$ cat config.mk
export PLATFORM = sky130hd
export DESIGN_NAME = sorted_sleep_timer_queue
export DESIGN_NICKNAME = d
export VERILOG_FILES = /design/src/sstq_pkg.sv /design/src/sstq_store.sv /design/src/sstq_cmp.sv /design/src/sorted_sleep_timer_queue.sv
export SDC_FILE = /design/constraint.sdc
export NUM_CORES = 2
export LEC_CHECK = 0
export ABC_CLOCK_PERIOD_IN_PS = 8900
export BUFFER_PORTS_ARGS = -buffer_cell sky130_fd_sc_hd__clkbuf_2
export CORE_ASPECT_RATIO = 1.75
export CORE_MARGIN = 2
export CORE_UTILIZATION = 50
export CTS_CLUSTER_DIAMETER = 200
export CTS_CLUSTER_SIZE = 28
export DETAILED_ROUTE_END_ITERATION = 6
export PLACE_DENSITY = 0.65
export SKIP_CTS_REPAIR_TIMING = 1
export SLEW_MARGIN = 20
export SYNTH_ARGS = -nofsm -noshare
export SYNTH_HDL_FRONTEND = slang
export SYNTH_SLANG_ARGS = --single-unit
$ cat constraint.sdc
create_clock -name clk -period 8.9 [get_ports clk]
set_clock_uncertainty 0.2 [all_clocks]
set_input_delay 0.445 -clock clk [delete_from_list [all_inputs] [get_ports clk]]
set_output_delay 0.445 -clock clk [all_outputs]
set_load 0.02 [all_outputs]
$ cat src/sstq_pkg.sv
// Shared types and constants for the sorted sleep timer queue.
`timescale 1ns / 1ps
`default_nettype none

package sstq_pkg;

  localparam int DEFAULT_DEPTH = 16;
  localparam int MAX_RESULTS   = 16;

  localparam int TIME_W = 64;
  localparam int ID_W   = 8;
  localparam int PRIO_W = 6;
  localparam int KIND_W = 2;

  localparam logic [KIND_W-1:0] KIND_QUEUED   = 2'd0;
  localparam logic [KIND_W-1:0] KIND_REJECTED = 2'd1;
  localparam logic [KIND_W-1:0] KIND_NO_WAKE  = 2'd2;
  localparam logic [KIND_W-1:0] KIND_WOKEN    = 2'd3;

  typedef struct packed {
    logic [TIME_W-1:0] wake;
    logic [ID_W-1:0]   id;
    logic [PRIO_W-1:0] prio;
  } entry_t;

  typedef struct packed {
    logic due;      // entry wake time at or before the key
    logic preempt;  // entry priority above the running priority
  } cmp_flags_t;

endpackage

`default_nettype wire

$ cat src/sstq_store.sv
// Sleeper table memory: one write port, one registered read port.
`timescale 1ns / 1ps
`default_nettype none

module sstq_store #(
  parameter int QUEUE_DEPTH = sstq_pkg::DEFAULT_DEPTH
) (
  input  wire                           clk,
  input  wire                           we,
  input  wire [$clog2(QUEUE_DEPTH)-1:0] waddr,
  input  sstq_pkg::entry_t              wdata,
  input  wire [$clog2(QUEUE_DEPTH)-1:0] raddr,
  output sstq_pkg::entry_t              rdata
);
  import sstq_pkg::*;

  entry_t mem [QUEUE_DEPTH];

  always_ff @(posedge clk) begin
    if (we) begin
      mem[waddr] <= wdata;
    end
  end

  always_ff @(posedge clk) begin
    rdata <= mem[raddr];
  end

endmodule

`default_nettype wire

$ cat src/sstq_cmp.sv
// Shared compare unit: wake time against the key, priority against the runner.
`timescale 1ns / 1ps
`default_nettype none

module sstq_cmp (
  input  sstq_pkg::entry_t                ent,
  input  wire [sstq_pkg::TIME_W-1:0]      key,
  input  wire [sstq_pkg::PRIO_W-1:0]      run_prio,
  output sstq_pkg::cmp_flags_t            flags
);
  import sstq_pkg::*;

  always_comb begin
    flags.due     = (ent.wake <= key);
    flags.preempt = (ent.prio > run_prio);
  end

endmodule

`default_nettype wire

$ cat src/sorted_sleep_timer_queue.sv
// Top level of the sorted sleep timer queue: sequencer, counters and result register.
//
// Usage: pulse start with the request fields while busy is low; the item is
// taken at that edge. req_type 0 is a sleep request, 1 is a timer tick.
// Results appear on result_kind, woken_thread, preempt and last for exactly
// one cycle each, marked by result_strobe; last marks the final one.
// The table is a circular buffer in one memory, sorted by wake time from the
// head; the sequencer walks it one entry per cycle through the single read
// port and one shared compare unit.
// Sleep request: the sequencer compares the queued entries from the tail and
// moves each one that wakes strictly later up one slot, then writes the new
// entry into the freed slot; on an empty table it goes straight to the write.
// A request on a full table is rejected in the cycle right after accept.
// Tick: due entries pop from the head, each shown once the next has been
// compared, one per cycle; at most 16 wake per tick. A tick with no due entry
// gives its result from the pop state. busy drops in the cycle the final result
// shows, so the next item can be taken while that result is on the ports.
// Reset clears the tick counter and empties the table; no clearing pass.
// The receiver cannot stall: every result is taken in the cycle it shows.
`timescale 1ns / 1ps
`default_nettype none

module sorted_sleep_timer_queue #(
  parameter int QUEUE_DEPTH = sstq_pkg::DEFAULT_DEPTH
) (
  input  wire                          clk,
  input  wire                          rst,
  input  wire                          start,
  output logic                         busy,
  input  wire                          req_type,
  input  wire [sstq_pkg::ID_W-1:0]     sleeper_thread,
  input  wire [31:0]                   sleep_ticks,
  input  wire [sstq_pkg::PRIO_W-1:0]   sleeper_prio,
  input  wire [sstq_pkg::PRIO_W-1:0]   running_prio,
  output logic                         result_strobe,
  output logic [sstq_pkg::KIND_W-1:0]  result_kind,
  output logic [sstq_pkg::ID_W-1:0]    woken_thread,
  output logic                         preempt,
  output logic                         last
);
  import sstq_pkg::*;

  localparam int AW = $clog2(QUEUE_DEPTH);
  localparam int CW = $clog2(QUEUE_DEPTH + 1);
  localparam int NW = $clog2(MAX_RESULTS + 1);
  localparam logic [AW:0]   DEPTH_S = (AW + 1)'(QUEUE_DEPTH);
  localparam logic [CW-1:0] DEPTH_C = CW'(QUEUE_DEPTH);
  localparam logic [NW-1:0] MAX_N   = NW'(MAX_RESULTS);

  localparam logic [1:0] ST_IDLE = 2'd0;
  localparam logic [1:0] ST_CMP  = 2'd1;
  localparam logic [1:0] ST_INS  = 2'd2;
  localparam logic [1:0] ST_POP  = 2'd3;

  logic [1:0]        state;
  logic [TIME_W-1:0] tick_count;
  logic [TIME_W-1:0] key;
  logic [ID_W-1:0]   new_id;
  logic [PRIO_W-1:0] new_prio;
  logic [PRIO_W-1:0] run_prio;
  logic [AW-1:0]     head;
  logic [CW-1:0]     occ;
  logic [AW-1:0]     cnt;
  logic [NW-1:0]     n;
  logic              pend_valid;
  logic [ID_W-1:0]   pend_id;
  logic              pend_pre;

  logic [TIME_W-1:0] sum;
  logic              we;
  logic [AW-1:0]     waddr;
  logic [AW-1:0]     raddr;
  entry_t            wdata;
  entry_t            rdata;
  cmp_flags_t        flags;

  // Logical slot to memory address, wrapping once past the end.
  function automatic logic [AW-1:0] phys(input logic [AW-1:0] h, input logic [AW-1:0] j);
    logic [AW:0] s;
    s = {1'b0, h} + {1'b0, j};
    if (s >= DEPTH_S) begin
      s = s - DEPTH_S;
    end
    return s[AW-1:0];
  endfunction

  sstq_store #(
    .QUEUE_DEPTH(QUEUE_DEPTH)
  ) u_store (
    .clk   (clk),
    .we    (we),
    .waddr (waddr),
    .wdata (wdata),
    .raddr (raddr),
    .rdata (rdata)
  );

  sstq_cmp u_cmp (
    .ent      (rdata),
    .key      (key),
    .run_prio (run_prio),
    .flags    (flags)
  );

  assign busy = (state != ST_IDLE);
  assign sum  = tick_count + (req_type ? TIME_W'(1) : TIME_W'(sleep_ticks));

  always_comb begin
    we    = 1'b0;
    waddr = phys(head, cnt);
    wdata = rdata;
    raddr = phys(head, '0);
    case (state)
      ST_IDLE: begin
        if (!req_type) begin
          raddr = phys(head, AW'(occ - CW'(1)));
        end
      end
      ST_CMP: begin
        raddr = phys(head, cnt - AW'(2));
        // Later wake time: move the entry up one slot.
        we    = !flags.due;
      end
      ST_INS: begin
        we    = 1'b1;
        wdata = '{wake: key, id: new_id, prio: new_prio};
      end
      ST_POP: begin
        raddr = phys(head, AW'(1));
      end
      default: begin
        we = 1'b0;
      end
    endcase
  end

  always_ff @(posedge clk) begin
    if (rst) begin
      state         <= ST_IDLE;
      tick_count    <= '0;
      head          <= '0;
      occ           <= '0;
      pend_valid    <= 1'b0;
      result_strobe <= 1'b0;
    end else begin
      result_strobe <= 1'b0;
      case (state)
        ST_IDLE: begin
          if (start) begin
            key <= sum;
            if (req_type) begin
              tick_count <= sum;
              run_prio   <= running_prio;
              n          <= '0;
              pend_valid <= 1'b0;
              state      <= ST_POP;
            end else if (occ == DEPTH_C) begin
              result_strobe <= 1'b1;
              result_kind   <= KIND_REJECTED;
              woken_thread  <= '0;
              preempt       <= 1'b0;
              last          <= 1'b1;
            end else begin
              new_id   <= sleeper_thread;
              new_prio <= sleeper_prio;
              cnt      <= AW'(occ);
              state    <= (occ == '0) ? ST_INS : ST_CMP;
            end
          end
        end
        ST_CMP: begin
          if (!flags.due) begin
            cnt <= cnt - AW'(1);
            if (cnt == AW'(1)) begin
              state <= ST_INS;
            end
          end else begin
            state <= ST_INS;
          end
        end
        ST_INS: begin
          occ           <= occ + CW'(1);
          result_strobe <= 1'b1;
          result_kind   <= KIND_QUEUED;
          woken_thread  <= '0;
          preempt       <= 1'b0;
          last          <= 1'b1;
          state         <= ST_IDLE;
        end
        ST_POP: begin
          if (occ != '0 && n != MAX_N && flags.due) begin
            // Pop the head; hold it until the next entry shows whether it is last.
            head       <= phys(head, AW'(1));
            occ        <= occ - CW'(1);
            n          <= n + NW'(1);
            pend_valid <= 1'b1;
            pend_id    <= rdata.id;
            pend_pre   <= flags.preempt;
            if (pend_valid) begin
              result_strobe <= 1'b1;
              result_kind   <= KIND_WOKEN;
              woken_thread  <= pend_id;
              preempt       <= pend_pre;
              last          <= 1'b0;
            end
          end else begin
            result_strobe <= 1'b1;
            last          <= 1'b1;
            if (pend_valid) begin
              result_kind  <= KIND_WOKEN;
              woken_thread <= pend_id;
              preempt      <= pend_pre;
            end else begin
              result_kind  <= KIND_NO_WAKE;
              woken_thread <= '0;
              preempt      <= 1'b0;
            end
            pend_valid <= 1'b0;
            state      <= ST_IDLE;
          end
        end
        default: begin
          state <= ST_IDLE;
        end
      endcase
    end
  end

  a_occ_bound: assert property (@(posedge clk) disable iff (rst)
    occ <= DEPTH_C)
    else $error("occupancy above table depth");

  a_reject_full: assert property (@(posedge clk) disable iff (rst)
    result_strobe && result_kind == KIND_REJECTED |-> occ == DEPTH_C)
    else $error("sleep rejected while table not full");

  a_queued_nonempty: assert property (@(posedge clk) disable iff (rst)
    result_strobe && result_kind == KIND_QUEUED |-> occ != '0)
    else $error("sleep queued but table empty");

  a_burst_continues: assert property (@(posedge clk) disable iff (rst)
    result_strobe && !last |=> result_strobe && result_kind == KIND_WOKEN)
    else $error("wake burst broken before last result");

  a_last_idle: assert property (@(posedge clk) disable iff (rst)
    result_strobe && last |-> !busy)
    else $error("final result shown while still busy");

endmodule

`default_nettype wire

==> flow_summary.json <==
{
  "finalHoldViolations": 0,
  "p_total_w": 0.0203,
  "fin_tns_setup_ns": 0,
  "drc": 0,
  "clock_latency_ns": 0.72,
  "synth_cells": 3571,
  "synth_edf_count": 1362,
  "yosysSeqAreaShare_pct": 71.0,
  "vias_per_cell": 6.01,
  "critPathRequiredTime_ns": 9.02,
  "synthFlopType": "edfxtp_1",
  "numCtsBuffers": 60,
  "postSynth.asyncResetShare_pct": 0,
  "placed_cells": 5149,
  "port_buffers": 69,
  "slew_viol_final": 0,
  "stdcell_count": 5288,
  "grt.total_usage_pct": 22.3,
  "wl_per_cell_um": 26.7,
  "yosysUniqueCellTypes": 84,
  "first_iter_violations": 2636,
  "nets": 3784,
  "synth_nets": 3755,
  "tightestPinTransition_ns": 1.07,
  "max_freq_mhz": 187,
  "status": "completed",
  "setup_violations": 0,
  "io_pins": 70,
  "hp-class": "in -> reg",
  "synth.area.top_cells": "edfxtp_1 66%, mux4_2 11%, dfxtp_1 5.0%",
  "crit_slowest_cell": "nor4_2",
  "grt_first_pass_wirelength_mm": 211,
  "area_growth_pct": 7.14,
  "h-tree-depth": 2,
  "die_w_um": 270,
  "slew-limit-headroom_pct": 28.8,
  "power_density_nw_per_um2": 305,
  "period_needed_ns": 5.33,
  "netlist_area_sq_um": 62000,
  "end_kind": "flip-flop",
  "grt_pass1_vias": 32808,
  "postSynthAreaPerCell_sq_um": 17.4,
  "clock_sinks": 1517,
  "cts-root-buf": "clkbuf_16",
  "cts_tree": "yes",
  "dr.pass1.iters": 6,
  "yosysMostFrequentCell": "edfxtp_1",
  "antenna_found_initial": 2,
  "p_leak_nw": 21.4,
  "synth.top_cell.area_share_pct": 66.0,
  "row_count": 170,
  "cap_violations": 0,
  "cts_buffer_depth": 3,
  "synth_common_cells": "1,362 x edfxtp_1, 312 x mux4_2, 281 x nand2_1",
  "start_util_pct": 50.5,
  "place.gp.congestion": 0.865,
  "ant_nets": 0,
  "ys_warn_count": 0,
  "rsz0062_at_grt": "no",
  "critical_path_class": "reg -> reg",
  "core_sq_um": 123000,
  "dp.final_hpwl_mm": 84.3,
  "finalCritPeriodShare_pct": 59.9,
  "crit_path_start_kind": "flip-flop",
  "nFillCells": 9558,
  "ys_ff_latch": 1517,
  "crit_fanout": 48,
  "crit_chain": "inv_1 -> ha_1 -> nand4_1 -> nor4_2 -> nand4_1 -> o221a_2 -> a21oi_1 -> o21ai_0 -> or2_2 -> nor2_4 -> buf_4 -> buf_4",
  "drive_above_1_share_pct": 17.5,
  "yosysTopAreaCell": "edfxtp_1",
  "arrival_ns": 5.45,
  "die-area_sq_um": 127000,
  "irDropWorstVdd_v": 0.000328,
  "die_y_um": 470,
  "fin_hold_ws_ns": 0.000436,
  "cts.clk_slew.worst_paths_ns": 0.11,
  "grt_max_degree": 118,
  "wl_mm": 141,
  "grt-ovfl-total": 0,
  "crit_path_max_incr_delay_ns": 0.86,
  "via_count": 31803
}
## critical path, delay by kind of cell (launching register included)
kind	cells	cell delay [ns]
buffers and inverters	3	1.31
AOI/OAI and AO/OA	3	0.78
DFF	1	0.36
and+or+nand+nor	5	1.80
adders and majority gates	1	0.31
## per-layer routing
layer / wire, um / global-route usage, %
met1: 55000 / 27.8
met2: 77600 / 41.6
met4: 3590 / 5.75
met5: 0 / 0
met3: 5170 / 1.78
## final cells by class
class / count / area [sq um] / area share (%)
sequential: 1517 / 44000 / 66.3
multi-input combinational: 1763 / 17000 / 25.6
tap: 1634 / 2040 / 3.08
clock buffer: 110 / 1710 / 2.58
timing repair buffer: 150 / 1200 / 1.80
inverter: 108 / 405 / 0.611
clock inverter: 3 / 47.5 / 0.0716
antenna: 3 / 7.51 / 0.0113
## per-stage QoR
stage	setup WS [ns]	utilization [%]	cell area, sq um
2_1_floorplan	2.58	-	62000
3_3_place_gp	3.49	52.4	64300
3_5_place_dp	3.42	52.4	64400
4_1_cts	3.36	53.9	66100
5_1_grt	3.44	54.1	66400
6_report	3.57	54.1	66400
## sequential cells by signal, indices dropped and copies added, names as in the netlist, 4 cells and up
name,flops
u_store.rdata,78
key,64
cnt,4
occ,5
pend_id,8
n,5
head,4
new_id,8
new_prio,6
woken_thread,8
u_store.mem,1248
run_prio,6
tick_count,64
## where the power goes
part | leakage, nW | total (W) | switching (W) | internal [W]
Combinational | 7.05 | 0.00731 | 0.00458 | 0.00273
Sequential | 13.6 | 0.00955 | 0.000187 | 0.00937
Clock | 0.830 | 0.00341 | 0.00209 | 0.00132
## cell families (layout without fill, tap and decap cells)
family / Yosys count / after routing / share of synthesized area, %
compound gates: 429 / 429 / 4.53
xor+xnor: 99 / 99 / 1.40
fa+ha+maj: 128 / 128 / 2.63
buf+inv: 291 / 371 / 1.96
flops: 1517 / 1517 / 71.0
mux: 392 / 392 / 12.8
other cells: 0 / 3 / 0
simple gates: 715 / 715 / 5.67
## layout by cell type, fill, tap and decap left out, types with 49 or more instances in the layout
| cell type | n |
|---|---|
| ha_1 | 123 |
| clkbuf_2 | 68 |
| nor2_1 | 91 |
| a21oi_1 | 108 |
| mux4_2 | 312 |
| xor2_1 | 53 |
| mux2_2 | 77 |
| a211oi_1 | 85 |
| clkbuf_1 | 49 |
| inv_1 | 106 |
| clkbuf_16 | 61 |
| nand2_1 | 281 |
| and2_1 | 85 |
| edfxtp_1 | 1362 |
| a31oi_1 | 84 |
| dfxtp_1 | 155 |
## path summary, 6_finish.rpt
kind	from	to	slack (ns)	cells past startpoint
setup reg to reg	key[11]	u_store.mem[13][25]	3.57	12
hold / removal	start	result_strobe	0.0004	3
setup / recovery	key[11]	u_store.mem[13][25]	3.57	12
hold reg to reg	u_store.rdata[11]	pend_id[5]	0.26	0
Note: power is estimated with default switching activity, not from simulation.
